[config.mk]
export PLATFORM = sky130hd
export DESIGN_NAME = h264_rtp_fu_a_packetizer
export DESIGN_NICKNAME = d
export VERILOG_FILES = /design/src/rtl/h264fua_pkg.sv /design/src/rtl/h264_rtp_fu_a_packetizer.sv /design/src/rtl/h264fua_front.sv /design/src/rtl/h264fua_queue.sv /design/src/rtl/h264fua_back.sv
export VERILOG_INCLUDE_DIRS = /design/src /design/src/rtl
export SDC_FILE = /design/constraint.sdc
export NUM_CORES = 1
export LEC_CHECK = 0
export ABC_CLOCK_PERIOD_IN_PS = 5800
export BUFFER_PORTS_ARGS = -buffer_cell sky130_fd_sc_hd__buf_2
export CAP_MARGIN = 20
export CORE_MARGIN = 2
export CORE_UTILIZATION = 56
export DETAILED_ROUTE_END_ITERATION = 8
export GPL_TIMING_DRIVEN = 0
export PLACE_DENSITY_LB_ADDON = 0.1
export SLEW_MARGIN = 10
export SYNTH_ARGS = -nofsm -noshare
export SYNTH_HDL_FRONTEND = slang
export SYNTH_SLANG_ARGS = --single-unit
[constraint.sdc]
create_clock -name clk -period 5.8 [get_ports clk]
set_input_delay 0.87 -clock clk [delete_from_list [all_inputs] [get_ports clk]]
set_output_delay 0.87 -clock clk [all_outputs]
set_load 0.02 [all_outputs]
[src/rtl/assert_macros.svh]
// Assertion macros shared by the packetizer RTL.
// Requires clk and rst_n in the scope of each use.
`ifndef ASSERT_MACROS_SVH
`define ASSERT_MACROS_SVH
`ifndef SYNTHESIS
// Check a property on every clock edge outside reset.
`define H264FUA_ASSERT(lbl, prop) \
  lbl: assert property (@(posedge clk) disable iff (!rst_n) (prop)) \
    else $error("h264fua assertion failed");
// Check that a condition never holds outside reset.
`define H264FUA_NEVER(lbl, cond) \
  lbl: assert property (@(posedge clk) disable iff (!rst_n) !(cond)) \
    else $error("h264fua forbidden condition seen");
`else
`define H264FUA_ASSERT(lbl, prop)
`define H264FUA_NEVER(lbl, cond)
`endif
`endif

[src/rtl/h264fua_pkg.sv]
// Types and constants for the H.264 RTP FU-A packetizer.
// No dependencies; used by every module of the block.
`default_nettype none
package h264fua_pkg;

  // Configuration register indexes
  localparam int CFG_IDX_W = 1;
  localparam logic [CFG_IDX_W-1:0] REG_MAX_PAYLOAD    = 1'b0;
  localparam logic [CFG_IDX_W-1:0] REG_TIMESTAMP_STEP = 1'b1;
  localparam int CFG_DATA_W = 17;

  localparam logic [10:0] MAX_PAYLOAD_RST    = 11'd1400;
  localparam logic [16:0] TIMESTAMP_STEP_RST = 17'd3600;
  localparam logic [10:0] MIN_PAYLOAD        = 11'd2;

  // NAL header fields
  localparam logic [7:0] NRI_MASK  = 8'h60;
  localparam logic [7:0] TYPE_MASK = 8'h1F;
  localparam logic [7:0] FU_A_TYPE = 8'd28;
  localparam logic [7:0] S_BIT     = 8'h80;
  localparam logic [7:0] E_BIT     = 8'h40;
  localparam logic [4:0] SPS_TYPE  = 5'd7;
  localparam logic [4:0] PPS_TYPE  = 5'd8;

  // Command queue
  localparam int QUEUE_DEPTH = 4;
  localparam int QPTR_W      = $clog2(QUEUE_DEPTH);
  localparam int QCNT_W      = $clog2(QUEUE_DEPTH + 1);

  // One classified input byte: optional FU-A indicator and header, then data
  typedef struct packed {
    logic        has_fu;
    logic [7:0]  ind;
    logic [7:0]  fuh;
    logic [7:0]  data;
    logic        first;
    logic        last;
    logic [15:0] seq;
    logic [31:0] ts;
  } cmd_t;

endpackage
`default_nettype wire

[src/rtl/h264_rtp_fu_a_packetizer.sv]
// Top level of the H.264 RTP FU-A packetizer.
// Depends on h264fua_pkg, h264fua_front, h264fua_queue and h264fua_back.
`default_nettype none
// The block takes one NAL byte per cycle while the command queue is not full
// and emits RTP payload bytes, one per cycle while out_tready holds, each
// tagged with packet start/end, sequence number and timestamp. Units no
// longer than max_payload pass through whole; longer units drop the header
// byte and go out as FU-A fragments, each opened by an indicator and an FU
// header byte. The first byte of a fragment makes three output bytes, so the
// output register (one byte per cycle while out_tready holds) sets the
// sustained rate. A four-entry command queue lets input continue while the
// output stalls. Each byte passes through the queue and then the output
// register. The header byte of a fragmented unit makes no output.
module h264_rtp_fu_a_packetizer #(
  parameter int LENGTH_BITS = 20
) (
  input  wire         clk,
  input  wire         rst_n,
  // configuration write port
  input  wire         cfg_wr_en,
  input  wire  [0:0]  cfg_index,
  input  wire  [16:0] cfg_wr_data,
  // input stream
  input  wire         in_tvalid,
  output logic        in_tready,
  input  wire  [31:0] in_tdata,   // [7:0] nal_byte, [27:8] nal_length, zero fill
  input  wire         in_tlast,   // nal_last
  // output stream
  output logic        out_tvalid,
  input  wire         out_tready,
  output logic [55:0] out_tdata,  // [7:0] out_byte, [23:8] seq_number,
                                  // [55:24] rtp_timestamp
  output logic        out_tlast,  // packet_last
  output logic [0:0]  out_tuser   // [0] packet_first
);
  import h264fua_pkg::*;

  logic        q_full, q_push, q_pop, q_valid;
  cmd_t        q_in_cmd, q_head_cmd;
  logic [7:0]  out_byte;
  logic        packet_first;
  logic [15:0] seq_number;
  logic [31:0] rtp_timestamp;

  h264fua_front #(
    .LENGTH_BITS (LENGTH_BITS)
  ) u_front (
    .clk         (clk),
    .rst_n       (rst_n),
    .cfg_wr_en   (cfg_wr_en),
    .cfg_index   (cfg_index),
    .cfg_wr_data (cfg_wr_data),
    .in_valid    (in_tvalid),
    .in_ready    (in_tready),
    .nal_byte    (in_tdata[7:0]),
    .nal_length  (in_tdata[27:8]),
    .nal_last    (in_tlast),
    .q_full      (q_full),
    .push        (q_push),
    .push_cmd    (q_in_cmd)
  );

  h264fua_queue u_queue (
    .clk        (clk),
    .rst_n      (rst_n),
    .push       (q_push),
    .push_cmd   (q_in_cmd),
    .full       (q_full),
    .head_valid (q_valid),
    .head_cmd   (q_head_cmd),
    .pop        (q_pop)
  );

  h264fua_back u_back (
    .clk           (clk),
    .rst_n         (rst_n),
    .head_valid    (q_valid),
    .head_cmd      (q_head_cmd),
    .pop           (q_pop),
    .out_valid     (out_tvalid),
    .out_ready     (out_tready),
    .out_byte      (out_byte),
    .packet_first  (packet_first),
    .packet_last   (out_tlast),
    .seq_number    (seq_number),
    .rtp_timestamp (rtp_timestamp)
  );

  assign out_tdata = {rtp_timestamp, seq_number, out_byte};
  assign out_tuser = packet_first;

endmodule
`default_nettype wire

[src/rtl/h264fua_front.sv]
// Front end: accepts NAL bytes, tracks unit and fragment state, builds commands.
// Depends on h264fua_pkg; feeds h264fua_queue.
`default_nettype none
module h264fua_front #(
  parameter int LENGTH_BITS = 20
) (
  input  wire                                 clk,
  input  wire                                 rst_n,
  input  wire                                 cfg_wr_en,
  input  wire  [h264fua_pkg::CFG_IDX_W-1:0]   cfg_index,
  input  wire  [h264fua_pkg::CFG_DATA_W-1:0]  cfg_wr_data,
  input  wire                                 in_valid,
  output logic                                in_ready,
  input  wire  [7:0]                          nal_byte,
  input  wire  [19:0]                         nal_length,
  input  wire                                 nal_last,
  input  wire                                 q_full,
  output logic                                push,
  output h264fua_pkg::cmd_t                   push_cmd
);
  import h264fua_pkg::*;

  localparam int CW = ((LENGTH_BITS > 20) ? LENGTH_BITS : 20) + 2;
  localparam logic [LENGTH_BITS-1:0] CNT_MAX = {LENGTH_BITS{1'b1}};

  logic [10:0]            max_payload_r;
  logic [16:0]            timestamp_step_r;
  logic [15:0]            seq_r, seq_nxt;
  logic [31:0]            ts_r, ts_nxt;
  logic [7:0]             hdr_r, hdr_nxt;
  logic [LENGTH_BITS-1:0] done_r, done_nxt;
  logic [10:0]            fill_r, fill_nxt;
  logic                   mode_r, mode_nxt;

  logic [10:0]   mp;
  logic [CW-1:0] done_w, len_w, mp_w, fill_w;
  logic          unit_end, emit, pkt_done, s_flag, e_flag, in_first, frag_end;
  logic [4:0]    nal_type;
  logic          in_fire;
  cmd_t          cmd;

  assign in_ready = !q_full;
  assign in_fire  = in_valid && in_ready;
  assign push     = in_fire && emit;
  assign push_cmd = cmd;

  // Classify the byte and compute the next unit state
  always_comb begin
    mp       = (max_payload_r < MIN_PAYLOAD) ? MIN_PAYLOAD : max_payload_r;
    done_w   = CW'(done_r);
    len_w    = CW'(nal_length);
    mp_w     = CW'(mp);
    fill_w   = CW'(fill_r);
    unit_end = nal_last || (done_w + CW'(1) >= len_w);
    emit     = 1'b0;
    pkt_done = 1'b0;
    s_flag   = 1'b0;
    e_flag   = 1'b0;
    in_first = 1'b0;
    frag_end = 1'b0;
    hdr_nxt  = hdr_r;
    mode_nxt = mode_r;
    fill_nxt = fill_r;
    cmd      = '0;
    cmd.data = nal_byte;
    cmd.seq  = seq_r;
    cmd.ts   = ts_r;

    if (done_r == '0) begin
      hdr_nxt  = nal_byte;
      mode_nxt = (len_w > mp_w) && !unit_end;
      if (!mode_nxt) begin
        emit      = 1'b1;
        cmd.first = 1'b1;
        cmd.last  = unit_end;
        pkt_done  = unit_end;
      end
    end else if (!mode_r) begin
      emit     = 1'b1;
      cmd.last = unit_end;
      pkt_done = unit_end;
    end else begin
      s_flag   = (done_r == LENGTH_BITS'(1));
      e_flag   = !s_flag && (len_w <= done_w + mp_w);
      in_first = (done_w == fill_w + CW'(1));
      if (fill_r == '0) begin
        cmd.has_fu = 1'b1;
        cmd.ind    = (hdr_r & NRI_MASK) | FU_A_TYPE;
        cmd.fuh    = (hdr_r & TYPE_MASK) | (s_flag ? S_BIT : 8'h00)
                   | (e_flag ? E_BIT : 8'h00);
      end
      frag_end = unit_end || (fill_w + CW'(1) >= mp_w)
               || (in_first && (len_w != '0) && (len_w <= mp_w + CW'(1))
                   && (done_w + CW'(2) >= len_w));
      emit     = 1'b1;
      cmd.last = frag_end;
      pkt_done = frag_end;
      fill_nxt = frag_end ? 11'd0 : fill_r + 11'd1;
    end

    seq_nxt  = pkt_done ? seq_r + 16'd1 : seq_r;
    nal_type = hdr_nxt[4:0];
    ts_nxt   = ts_r;
    if (unit_end) begin
      if (nal_type != SPS_TYPE && nal_type != PPS_TYPE) begin
        ts_nxt = ts_r + 32'(timestamp_step_r);
      end
      done_nxt = '0;
      fill_nxt = '0;
      mode_nxt = 1'b0;
    end else begin
      done_nxt = (done_r == CNT_MAX) ? done_r : done_r + LENGTH_BITS'(1);
    end
  end

  // Configuration registers
  always_ff @(posedge clk) begin
    if (!rst_n) begin
      max_payload_r    <= MAX_PAYLOAD_RST;
      timestamp_step_r <= TIMESTAMP_STEP_RST;
    end else if (cfg_wr_en) begin
      case (cfg_index)
        REG_MAX_PAYLOAD:    max_payload_r    <= cfg_wr_data[10:0];
        REG_TIMESTAMP_STEP: timestamp_step_r <= cfg_wr_data[16:0];
        default: ;
      endcase
    end
  end

  // Unit state: advance on each accepted byte
  always_ff @(posedge clk) begin
    if (!rst_n) begin
      seq_r  <= '0;
      ts_r   <= '0;
      hdr_r  <= '0;
      done_r <= '0;
      fill_r <= '0;
      mode_r <= 1'b0;
    end else if (in_fire) begin
      seq_r  <= seq_nxt;
      ts_r   <= ts_nxt;
      hdr_r  <= hdr_nxt;
      done_r <= done_nxt;
      fill_r <= fill_nxt;
      mode_r <= mode_nxt;
    end
  end

`include "assert_macros.svh"
  `H264FUA_ASSERT(a_fill_idle, !mode_r |-> fill_r == '0)
  `H264FUA_ASSERT(a_mode_needs_header, done_r == '0 |-> !mode_r)

endmodule
`default_nettype wire

[src/rtl/h264fua_queue.sv]
// Short command queue between the front and back ends.
// Depends on h264fua_pkg for cmd_t and the queue depth.
`default_nettype none
module h264fua_queue (
  input  wire                clk,
  input  wire                rst_n,
  input  wire                push,
  input  h264fua_pkg::cmd_t  push_cmd,
  output logic               full,
  output logic               head_valid,
  output h264fua_pkg::cmd_t  head_cmd,
  input  wire                pop
);
  import h264fua_pkg::*;

  cmd_t              mem_r [QUEUE_DEPTH];
  logic [QPTR_W-1:0] wr_ptr_r, rd_ptr_r;
  logic [QCNT_W-1:0] count_r, count_nxt;

  assign full       = (count_r == QCNT_W'(QUEUE_DEPTH));
  assign head_valid = (count_r != '0);
  assign head_cmd   = mem_r[rd_ptr_r];

  always_comb begin
    count_nxt = count_r;
    if (push && !pop) begin
      count_nxt = count_r + QCNT_W'(1);
    end else if (pop && !push) begin
      count_nxt = count_r - QCNT_W'(1);
    end
  end

  // Store entries
  always_ff @(posedge clk) begin
    if (push) begin
      mem_r[wr_ptr_r] <= push_cmd;
    end
  end

  // Pointers and fill count
  always_ff @(posedge clk) begin
    if (!rst_n) begin
      wr_ptr_r <= '0;
      rd_ptr_r <= '0;
      count_r  <= '0;
    end else begin
      if (push) begin
        wr_ptr_r <= wr_ptr_r + QPTR_W'(1);
      end
      if (pop) begin
        rd_ptr_r <= rd_ptr_r + QPTR_W'(1);
      end
      count_r <= count_nxt;
    end
  end

`include "assert_macros.svh"
  `H264FUA_NEVER(a_push_full, push && full)
  `H264FUA_NEVER(a_pop_empty, pop && !head_valid)

endmodule
`default_nettype wire

[src/rtl/h264fua_back.sv]
// Back end: expands each command into one or three payload bytes.
// Depends on h264fua_pkg; reads from h264fua_queue, drives the output register.
`default_nettype none
module h264fua_back (
  input  wire                clk,
  input  wire                rst_n,
  input  wire                head_valid,
  input  h264fua_pkg::cmd_t  head_cmd,
  output logic               pop,
  output logic               out_valid,
  input  wire                out_ready,
  output logic [7:0]         out_byte,
  output logic               packet_first,
  output logic               packet_last,
  output logic [15:0]        seq_number,
  output logic [31:0]        rtp_timestamp
);
  import h264fua_pkg::*;

  typedef enum logic [1:0] {PH_IND, PH_HDR, PH_DATA} phase_t;

  phase_t      phase_r, phase_nxt;
  logic        valid_r;
  logic [7:0]  byte_r;
  logic        first_r, last_r;
  logic [15:0] seq_r;
  logic [31:0] ts_r;

  logic        load, entry_done;
  logic [7:0]  sel_byte;
  logic        sel_first, sel_last;

  assign load = head_valid && (!valid_r || out_ready);
  assign pop  = load && entry_done;

  // Pick the byte for the current phase of the head command
  always_comb begin
    sel_byte   = head_cmd.data;
    sel_first  = head_cmd.first;
    sel_last   = head_cmd.last;
    entry_done = 1'b1;
    phase_nxt  = PH_IND;
    if (head_cmd.has_fu) begin
      case (phase_r)
        PH_IND: begin
          sel_byte   = head_cmd.ind;
          sel_first  = 1'b1;
          sel_last   = 1'b0;
          entry_done = 1'b0;
          phase_nxt  = PH_HDR;
        end
        PH_HDR: begin
          sel_byte   = head_cmd.fuh;
          sel_first  = 1'b0;
          sel_last   = 1'b0;
          entry_done = 1'b0;
          phase_nxt  = PH_DATA;
        end
        PH_DATA: begin
          sel_first = 1'b0;
        end
        default: begin
          sel_first = 1'b0;
        end
      endcase
    end
  end

  // Phase and output register
  always_ff @(posedge clk) begin
    if (!rst_n) begin
      phase_r <= PH_IND;
      valid_r <= 1'b0;
    end else begin
      if (load) begin
        phase_r <= phase_nxt;
        valid_r <= 1'b1;
      end else if (out_ready) begin
        valid_r <= 1'b0;
      end
    end
  end

  always_ff @(posedge clk) begin
    if (load) begin
      byte_r  <= sel_byte;
      first_r <= sel_first;
      last_r  <= sel_last;
      seq_r   <= head_cmd.seq;
      ts_r    <= head_cmd.ts;
    end
  end

  assign out_valid     = valid_r;
  assign out_byte      = byte_r;
  assign packet_first  = first_r;
  assign packet_last   = last_r;
  assign seq_number    = seq_r;
  assign rtp_timestamp = ts_r;

endmodule
`default_nettype wire
[Yosys cells after proc, flatten, opt, wreduce, memory -nomap -nowiden]
Memory sizes are Yosys's and may differ from the RTL's. A register that Yosys moved wholly into a read port is not among the register bits.
Cells that the tools add are included.
Word-level totals
  word-level logic and storage cells: 133
  RAM bits: 300
  bits of input ports: 56
  memories kept: 1
  register bits: 183
  output and inout bits: 60
Operators by class
  eq/ne operators: 9
  mux-type cells: 41
  bitwise logic cells: 3
  order comparisons: 7
  add/subtract/negate cells: 13
  reduce and logical (&&, ||, !) cells: 40
Memories
  u_queue.mem_r: depth 4, width 75, read ports 1, clocked after Yosys merged registers in 1, write ports 1, line h264fua_queue.sv:16  | cmd_t mem_r [QUEUE_DEPTH];
Operators with widths (number)
  2-to-1 mux 11 bit: 5
  2-to-1 mux 17 bit: 3
  greater-or-equal comparator 22 x 20 -> 1 bit: 2
  <= comparator 20 x 22 -> 1 bit: 2
  2-to-1 mux 20 bit: 2
  adder 32 x 17 -> 32 bit: 1
  adder 11 x 1 -> 12 bit, second input constant: 2
  equality test 20 x 22 -> 1 bit: 1
  greater-or-equal comparator 22 x 11 -> 1 bit: 1
  adder 20 x 1 -> 21 bit, second input constant: 1
  adder 20 x 11 -> 21 bit: 1
  adder 20 x 2 -> 21 bit, second input constant: 1
  adder 20 x 1 -> 20 bit, second input constant: 1
  equality test 20 x 1 -> 1 bit, second input constant: 1
  equality test 20 bit, second input constant: 1
  greater-than comparator 20 x 11 -> 1 bit: 1
  logical NOT 20 bit: 1
  nonzero test 20 bit: 1
  2-to-1 mux 1 bit: 19
  adder 16 x 1 -> 16 bit, second input constant: 1
  2-to-1 mux 8 bit: 2
  case mux 8 bit (2 select lines): 1
  logical AND 1 bit: 12
  AND reduction 2 bit: 6
  26 further kinds: 44

[Depth between registers and ports, before layout]
Gate-level depths: netlist of run 1.
  word-level depth: 12
  depth in mapped cells: 24
  gate-level depth less buffers: 23

[Modules after synthesis]
From an unflattened synthesis of run 1, not the netlist that was laid out.
Second synthesis, totals
  cell total of the unflattened synthesis: 1839
  area total of the unflattened synthesis: 23356.2 µm²
Modules (own cells, without submodules)
  h264fua_queue: cells each 434, instances 1, area each 11264.6 µm², sequential area each 9188.8 µm²
  h264fua_front: cells each 1300, instances 1, area each 10018.4 µm², sequential area each 2302.2 µm²
  h264fua_back: cells each 105, instances 1, area each 2073.2 µm², sequential area each 1801.7 µm²

[Worst setup path after synthesis of run 1]
Ideal clock, no wire load.
  path type: register to register
  start: register u_front.done_r[1]
  end: memory u_queue.mem_r[2][0] (netlist bit) (enable)
  data arrival time: 5428 ps
  setup slack: -61 ps
  cell stages (with the launch flop): 17
  clock period less this slack: 5861 ps
  setup time: 433 ps
  path buffers: 1
  data required time: 5367 ps
  cell sequence: dfxtp_1 ha_1 and3_1 and3_1 and3_1 and3_1 clkbuf_1 nand3_1 xnor2_1 ha_1 and3_1 nand4_1 or3_1 o21ai_0 nor2_1 a21oi_1 and2_1
On the way
  cells in the longest elaborated chain, start to end: 10
  elaborated cells on any way between the ends: 11
  classes of those cells: add/sub (1); order compare (1); mux (4); reduce/logical (5)
Ends and longest elaborated chain
  start: declaration: line h264fua_front.sv:31  | logic [LENGTH_BITS-1:0] done_r, done_nxt;
  start signal: assignment: line h264fua_front.sv:143  | done_r <= done_nxt;
  adder 20 x 1 -> 21 bit: line h264fua_front.sv:54  | unit_end = nal_last || (done_w + CW'(1) >= len_w);
  greater-or-equal comparator 22 x 20 -> 1 bit: line h264fua_front.sv:54
  logical OR 1 bit: line h264fua_front.sv:54
  logical NOT 1 bit: line h264fua_front.sv:71  | mode_nxt = (len_w > mp_w) && !unit_end;
  logical AND 1 bit: line h264fua_front.sv:71
  2-to-1 mux 1 bit: line h264fua_front.sv:72  | if (!mode_nxt) begin
  2-to-1 mux 1 bit *: line h264fua_front.sv:69  | if (done_r == '0) begin
  logical AND 1 bit *: line h264fua_front.sv:44  | assign push = in_fire && emit;
  via q_push: line h264_rtp_fu_a_packetizer.sv:38  | logic q_full, q_push, q_pop, q_valid;
  2-to-1 mux 1 bit *: line h264fua_queue.sv:35  | if (push) begin
  2-to-1 mux 1 bit (not written as such) *: line h264fua_queue.sv:36  | mem_r[wr_ptr_r] <= push_cmd;
  end: declaration: line h264fua_queue.sv:16
Mark *: on every way through the listed nets, which the timed path passes. The rest lies on a longest branch.

[Worst setup path in the final report of run 1]
  start: register u_front.done_r[3]
  end: register u_front.fill_r[8]
On the way
  cells in the longest elaborated chain, start to end: 9
  elaborated cells on any way between the ends: 19
  classes of those cells: add/sub (2); order compare (2); eq/ne (2); mux (4); reduce/logical (9)
Ends and longest elaborated chain
  adder 20 x 1 -> 21 bit or equality test 20 x 22 -> 1 bit (tied branches): line h264fua_front.sv:54, h264fua_front.sv:85
  greater-or-equal comparator 22 x 20 -> 1 bit or logical AND 1 bit (tied branches): line h264fua_front.sv:54, h264fua_front.sv:93
  logical OR 1 bit or logical AND 1 bit (tied branches): line h264fua_front.sv:54, h264fua_front.sv:93
  logical OR 1 bit or logical AND 1 bit (tied branches): line h264fua_front.sv:92, h264fua_front.sv:94
  logical OR 1 bit: line h264fua_front.sv:93  | || (in_first && (len_w != '0) && (len_w <= mp_w + CW'(1))
  2-to-1 mux 11 bit: line h264fua_front.sv:98  | fill_nxt = frag_end ? 11'd0 : fill_r + 11'd1;
  2-to-1 mux 11 bit: line h264fua_front.sv:78  | end else if (!mode_r) begin
  2-to-1 mux 11 bit: line h264fua_front.sv:69
  2-to-1 mux 11 bit: line h264fua_front.sv:104  | if (unit_end) begin
  end signal: assignment: line h264fua_front.sv:144  | fill_r <= fill_nxt;
  end: declaration: line h264fua_front.sv:32  | logic [10:0] fill_r, fill_nxt;
Several ways; a longest one is shown, not always the timed one. The select of a mux whose other input is x is not followed.
A chain may end at the register's enable or synchronous reset.

==> results of run 1 <==
[registers in the layout, summed over array words and instances, names as in the netlist, named ones only]
register,flops
u_queue.wr_ptr_r,2
u_front.timestamp_step_r,17
u_front.hdr_r,7
u_front.seq_r,16
u_back.packet_last,1
u_front.mode_r,1
u_back.packet_first,1
u_queue.mem_r,272
u_queue.rd_ptr_r,2
u_queue.count_r,3
u_back.phase_r,2
u_front.max_payload_r,11
u_front.done_r,20
u_front.ts_r,32
u_back.seq_number,16
u_front.fill_r,11
u_back.rtp_timestamp,32
u_back.out_valid,1
u_back.out_byte,8
[worst register-to-register path, stage by stage, from the launching register on]
cell and delay [ns]:
dfxtp_1 0.36, clkbuf_1 0.40, and3_1 0.31, and3_1 0.25, and3_1 0.25, and3_2 0.33, nand2_1 0.16, xnor2_1 0.17
ha_1 0.31, a21o_1 0.19, a21o_1 0.18, a211oi_1 0.31, o2111a_1 0.29, o21a_1 0.39, and3_1 0.28, o21a_1 0.14
clkbuf_1 0.36, buf_1 0.43, o21ai_0 0.16, a21oi_1 0.16
[synth_stat cells (5+ instances only)]
cell type,count
or3_1,8
dfxtp_1,127
o211ai_1,11
nand2b_1,38
nor2_1,101
and4_1,9
inv_1,67
nor4_1,18
o21a_1,9
xnor2_1,79
buf_6,5
ha_1,135
nor3_1,30
o21ai_0,40
mux4_2,68
buf_1,16
a21oi_1,86
a211oi_1,9
o41ai_1,6
nor2b_1,12
xor2_1,43
a21o_1,24
mux2i_1,24
or4_1,8
a221oi_1,5
and3_1,23
nand3_1,66
nand4_1,23
nand2_1,181
clkbuf_1,71
edfxtp_1,330
a31oi_1,17
o31ai_1,8
and2_1,19
[power by group]
| part | internal, W | switching, W | leakage, nW |
|---|---|---|---|
| combinational | 0.000711 | 0.00124 | 4.40 |
| sequential | 0.00403 | 0.000141 | 4.14 |
| clock | 0.00173 | 0.00121 | 0.742 |
[kinds of logic after synthesis]
family / Yosys count / synth area share
DFF: 457 / 0.5650
buffers and inverters: 161 / 0.02918
muxes: 96 / 0.08243
AOI/OAI and AO/OA: 243 / 0.06960
adders and majority gates: 138 / 0.07936
xor gates and xnor gates: 124 / 0.05064
and+or+nand+nor: 556 / 0.1238
[placed cells by master (no fill, tap or decap), types with 11 or more instances in the layout]
master	synthesis	final
edfxtp_1	330	330
nand2_1	181	181
ha_1	135	135
dfxtp_1	127	126
buf_2	1	112
nor2_1	101	101
clkbuf_1	71	85
a21oi_1	86	85
xnor2_1	79	79
mux4_2	68	68
inv_1	67	66
nand3_1	66	66
clkbuf_16	0	48
xor2_1	43	43
o21ai_0	40	39
nand2b_1	38	38
nor3_1	30	30
a21o_1	24	24
mux2i_1	24	24
nand4_1	23	23
and3_1	23	22
nor4_1	18	18
buf_1	16	16
a31oi_1	17	16
and2_1	19	15
nor2b_1	12	12
o211ai_1	11	11
[layer usage]
metal  wire (µm)  global-route usage  share of wire  up-vias
met5           0                   0              0        -
met3        2333             0.02951          0.047       77
met2       23670              0.4050           0.47      403
met1       22750              0.3531           0.46     7152
li1            -                   -              -     6914
met4        1098             0.06543          0.022        0
[final timing paths]
path	from	to	slack [ns]	depth (start not counted)
worst max register to register	u_front.done_r[3]$_SDFFE_PN0P_	u_front.fill_r[8]$_SDFFE_PN0P_	0.27	19
worst min register to register	u_front.hdr_r[5]$_SDFFE_PN0P_	u_front.hdr_r[5]$_SDFFE_PN0P_	0.46	2
worst max-delay path	u_front.done_r[3]$_SDFFE_PN0P_	u_front.fill_r[8]$_SDFFE_PN0P_	0.27	19
worst min-delay path	u_front.hdr_r[5]$_SDFFE_PN0P_	u_front.hdr_r[5]$_SDFFE_PN0P_	0.46	2
[per-stage QoR]
stage | total power, W | setup slack [ns] | area (µm²) | cells
2_1_floorplan | 0.005534 | 0.6652 | 22040 | 1775
3_3_place_gp | 0.006136 | -1.342 | 23250 | 2404
3_5_place_dp | 0.006213 | -0.7827 | 23370 | 2408
4_1_cts | 0.009133 | 0.07518 | 24880 | 2494
5_1_grt | 0.009439 | -0.06804 | 24900 | 2494
6_report | 0.009057 | 0.2703 | 24900 | 2494
[final cells by class]
cell class,instances,share of cell area
plain buffers,92,0.01548
flip-flops and latches,457,0.5001
well taps,518,0.02603
inverters,68,0.01035
multi-input cells,1157,0.3607
repair buffers,115,0.02673
clock buffers,69,0.05341
clock inverters,18,0.007185
[repair_timing]
item,4_1_cts,5_1_grt
resized for setup,4,4
setup buffers,0,0
setup endpoints to repair,275,198
==> flow_metrics.py, run 1 <==
metrics = {
    "detailed_routing": {
        "wirelength_mm": 49.85,
        "vias": 14550,
        "first_pass_iters": 7,
        "routedWlPerCell_um": 19.99,
        "viasPerCell": 5.832,
        "drc_errors": 0,
        "drt_iter0_drc": 933,
        "antenna_left": 0,
    },
    "global_routing": {
        "overflow": 0,
        "antenna_found_initial": 0,
        "grt_max_degree": 61,
        "grt_usage": 0.2473,
        "grt_pass1_wl_mm": 79.22,
        "grt_pass1_vias": 14430,
    },
    "setup_path": {
        "cpPeakStageDelay_ns": 0.43,
        "cp-start-kind": "flip-flop",
        "required_ns": 6.28,
        "cp_max_fo": 10,
        "path_class": "reg -> reg",
        "crit_path_cell_trace": "clkbuf_1, and3_1, and3_1, and3_1, and3_2, nand2_1, xnor2_1, ha_1, a21o_1, a21o_1, a211oi_1, o2111a_1, o21a_1, and3_1, o21a_1, clkbuf_1, buf_1, o21ai_0, a21oi_1",
        "cpLargestDelayFamily": "compound AO/OA/AOI/OAI gates",
        "cp.arrival_ns": 6.01,
        "cp-end-kind": "flip-flop",
        "slowest_stage": "buf_1",
        "timing.critical_path.buf_inv": 3,
        "crit_top_cell": "and3_1",
    },
    "finish": {
        "n_antenna_cell": 0,
        "synthToLayoutAreaGrowth_pct": 12.98,
        "fill_cells": 3004,
        "layout.nets": 2132,
        "layout-drive-gt1-share": 0.1422,
        "seqCellArea_um2": 12450,
        "multi_input_area_um2": 8982,
        "fin_util": 0.6428,
    },
    "floorplan": {
        "die_w_um": 202.4,
        "fp.dieH_um": 202.4,
        "dieArea_um2": 40960,
        "row_count": 72,
        "start_util": 0.5690,
        "pin_count": 116,
        "coreArea_um2": 38740,
    },
    "clock_tree": {
        "root_buffer": "clkbuf_16",
        "insertion_delay_ns": 0.56,
        "path_clk_slew_ns": 0.06,
        "cts.sinks": 457,
        "cts_buffer_depth": 3,
        "cts_buffers": 47,
        "ctsHoldBuffers": 0,
        "cts.htree.levels": 2,
        "cts_tree": "yes",
    },
    "sta": {
        "final_hold_viol_count": 0,
        "final-setup-viol-count": 0,
        "min_period_ns": 5.530,
        "slew_viol_final": 0,
        "fmax_mhz": 180.8,
        "period_share": 0.9534,
        "maxSlewHeadroom": 0.2996,
        "finClkSkew_ns": 0.01928,
        "hold_slack_ns": 0.4596,
        "worstMarginPinSlew_ns": 1.040,
        "fin_setup_tns_ns": 0,
        "rsz0062_at_grt": "true",
    },
    "hold_path": {
        "hp-class": "reg -> reg",
    },
    "yosys": {
        "yosys_warnings": 0,
        "synthCells": 1775,
        "syn_area_per_cell_um2": 12.42,
        "synth-seq-cells": 457,
        "syn_nets": 1969,
        "ys_seq_area_frac": 0.5650,
        "synth_top_area_share": 0.4496,
        "yosysTopAreaCell": "edfxtp_1",
        "synthArstFlopShare": 0,
        "synth_top_flop_cell": "edfxtp_1",
        "synth.area.top_cells": "edfxtp_1 (45%), dfxtp_1 (12%), ha_1 (7.7%)",
        "synth_cell_types": 65,
        "syn_area_um2": 22040,
        "synth-edff-count": 330,
    },
    "power_and_ir_drop": {
        "ir_drop_mv": 0.3538,
        "cellLeakagePower_nw": 9.279,
        "power_density_nw_per_um2": 363.7,
    },
    "placed_design": {
        "gp_congestion": 0.9096,
        "portBuffers": 111,
        "dp_hpwl_mm": 34.66,
    },
    "job": {
        "maxCapViolations": 0,
    },
    "run_status": {
        "status": "complete, no violations",
    },
}
Note: power is estimated with default switching activity, not from simulation.
==> run 2: changes to the inputs <==
==> constraint.sdc (replaced) <==
create_clock -name clk -period 5.8 [get_ports clk]
set_input_delay 0.29 -clock clk [delete_from_list [all_inputs] [get_ports clk]]
set_output_delay 0.29 -clock clk [all_outputs]
set_load 0.02 [all_outputs]
==> run 2 against run 1 <==
Non-clock buffer count up 20. Design area up 0.80%. Largest power group unchanged. Via count up 0.76%. Clock power about the same. Register-to-register slack worse by 0.02 ns. Critical endpoint unchanged.
==> flow_metrics.py, run 2 (same netlist as run 1, synthesis figures left out) <==
metrics = {
    "sta": {
        "period_share": 0.9574,
        "rsz0062_at_grt": "true",
        "maxSlewHeadroom": 0.3018,
        "layout_setup_ws_ns": 0.2472,
        "min_period_ns": 5.553,
        "final_hold_viol_count": 0,
        "worstMarginPinSlew_ns": 1.036,
        "finClkSkew_ns": 0.01657,
        "slew_viol_final": 0,
        "final-setup-viol-count": 0,
        "hold_slack_ns": 0.009486,
        "fmax_mhz": 180.1,
    },
    "hold_path": {
        "worstHoldStart": "in_tdata[4]",
        "hold_depth": 1,
        "hold_path_end": "u_queue.mem_r[1][54]$_DFFE_PP_",
        "hp-class": "in -> reg",
    },
    "detailed_routing": {
        "met2_wirelength_mm": 23.71,
        "vias": 14660,
        "dr_wl_met3_mm": 2.586,
        "met1Wirelength_mm": 22.63,
        "drc_errors": 0,
        "first_pass_iters": 7,
        "highest_layer": "met4",
        "drt_iter0_drc": 966,
        "routedWlPerCell_um": 19.93,
        "viasPerCell": 5.830,
        "wirelength_mm": 50.10,
        "antenna_left": 0,
    },
    "floorplan": {
        "die_w_um": 202.4,
        "fp.dieH_um": 202.4,
        "dieArea_um2": 40960,
        "row_count": 72,
        "pin_count": 116,
        "start_util": 0.5690,
        "coreArea_um2": 38740,
    },
    "clock_tree": {
        "cts_buffer_depth": 3,
        "cts.sinks": 457,
        "post_cts_buffers": 0,
        "cts.htree.levels": 2,
        "cts_tree": "yes",
        "root_buffer": "clkbuf_16",
        "cts_buffers": 47,
        "insertion_delay_ns": 0.56,
        "path_clk_slew_ns": 0.06,
    },
    "placed_design": {
        "gp_congestion": 0.9096,
        "dp_hpwl_mm": 34.66,
        "dp_cells": 2408,
        "place_area_um2": 23370,
        "portBuffers": 111,
        "place_ws_ns": -0.7827,
    },
    "finish": {
        "final_cells": 2514,
        "layout-drive-gt1-share": 0.1408,
        "layout.nets": 2152,
        "top_register": "u_queue.mem_r",
        "mostFrequentLayoutCells": "edfxtp_1 (330), nand2_1 (181), ha_1 (135)",
        "n_antenna_cell": 0,
        "final_common_cell": "edfxtp_1",
        "fin_util": 0.6480,
        "synthToLayoutAreaGrowth_pct": 13.89,
        "design_area_um2": 25100,
        "largest_reg_flops": 272,
    },
    "power_and_ir_drop": {
        "power_density_nw_per_um2": 361.4,
        "cellLeakagePower_nw": 9.362,
        "ir_drop_mv": 0.3547,
    },
    "setup_path": {
        "r2r-end": "u_front.fill_r[8]$_SDFFE_PN0P_",
        "cp-start-kind": "flip-flop",
        "reg2regPathDepth": 19,
        "cp_max_fo": 10,
        "regToRegSetupSlack_ns": 0.25,
        "cp-end-kind": "flip-flop",
        "path_class": "reg -> reg",
        "required_ns": 6.28,
        "cp.arrival_ns": 6.03,
        "rr_startpoint": "u_front.done_r[3]$_SDFFE_PN0P_",
    },
    "global_routing": {
        "grt_pass1_wl_mm": 79.54,
        "overflow": 0,
        "grt_pass1_vias": 14560,
        "grt_usage": 0.2483,
        "antenna_found_initial": 0,
        "grt_max_degree": 61,
    },
    "job": {
        "maxCapViolations": 0,
    },
    "run_status": {
        "status": "complete, no violations",
    },
}
-- run 2: repair_timing --
| action | in CTS | in global routing |
|---|---|---|
| gates resized for setup | 4 | 4 |
| endpoints found under the hold margin | 39 | 0 |
| hold buffers | 20 | 0 |
| endpoints found under the setup margin | 275 | 198 |
-- run 2: final cells by class --
cell class | count | area [µm²]
buffer | 92 | 385.4
clock inverter | 18 | 178.9
inverter | 68 | 257.7
fill | 2983 | 13640
timing repair buffer | 135 | 865.8
sequential | 457 | 12450
tap | 518 | 648.1
multi-input combinational | 1157 | 8982
clock buffer | 69 | 1330
-- run 2: layer usage --
| metal | up-vias | GRT usage |
|---|---|---|
| met5 | - | 0 |
| li1 | 6958 | - |
| met2 | 427 | 0.4078 |
| met4 | 0 | 0.06856 |
| met3 | 83 | 0.02854 |
| met1 | 7188 | 0.3531 |
-- run 2: how the worst max path moves through the flow --
stage	startpoint	to	slack (ns)	cells after the start
detailed placement	u_front.done_r[1]$_SDFFE_PN0P_	u_queue.count_r[2]$_SDFFE_PN0P_	-0.78	21
finish	u_front.done_r[3]$_SDFFE_PN0P_	u_front.fill_r[8]$_SDFFE_PN0P_	0.25	19
global placement	u_front.done_r[4]$_SDFFE_PN0P_	u_queue.mem_r[1][39]$_DFFE_PP_	-1.34	16
CTS	u_front.done_r[1]$_SDFFE_PN0P_	u_queue.count_r[2]$_SDFFE_PN0P_	0.08	20
floorplan	u_front.done_r[1]$_SDFFE_PN0P_	u_queue.mem_r[0][0]$_DFFE_PP_	0.67	16
global route	u_front.done_r[3]$_SDFFE_PN0P_	u_queue.count_r[2]$_SDFFE_PN0P_	-0.07	20
-- run 2: critical path, stage by stage, from the launching register on --
cell and delay, ns:
dfxtp_1 0.35, clkbuf_1 0.40, and3_1 0.31, and3_1 0.25, and3_1 0.26, and3_2 0.34, nand2_1 0.16, xnor2_1 0.17
ha_1 0.31, a21o_1 0.19, a21o_1 0.19, a211oi_1 0.31, o2111a_1 0.29, o21a_1 0.39, and3_1 0.28, o21a_1 0.14
clkbuf_1 0.37, buf_1 0.43, o21ai_0 0.16, a21oi_1 0.16
-- run 2: where the power goes --
| group | internal [W] | switching, W | leakage [nW] |
|---|---|---|---|
| Sequential | 0.00403 | 0.000141 | 4.14 |
| Clock | 0.00173 | 0.00121 | 0.742 |
| Combinational | 0.000720 | 0.00125 | 4.48 |
| Total | 0.00647 | 0.00260 | 9.36 |
-- run 2: per-stage QoR --
| step | TNS (ns) | power [W] |
|---|---|---|
| 6_report | 0 | 0.009071 |
| 5_1_grt | -0.06804 | 0.009450 |
| 4_1_cts | 0 | 0.009144 |
| 3_5_place_dp | -136.01 | 0.006213 |
| 3_3_place_gp | -362.26 | 0.006136 |
| 2_1_floorplan | 0 | 0.005534 |
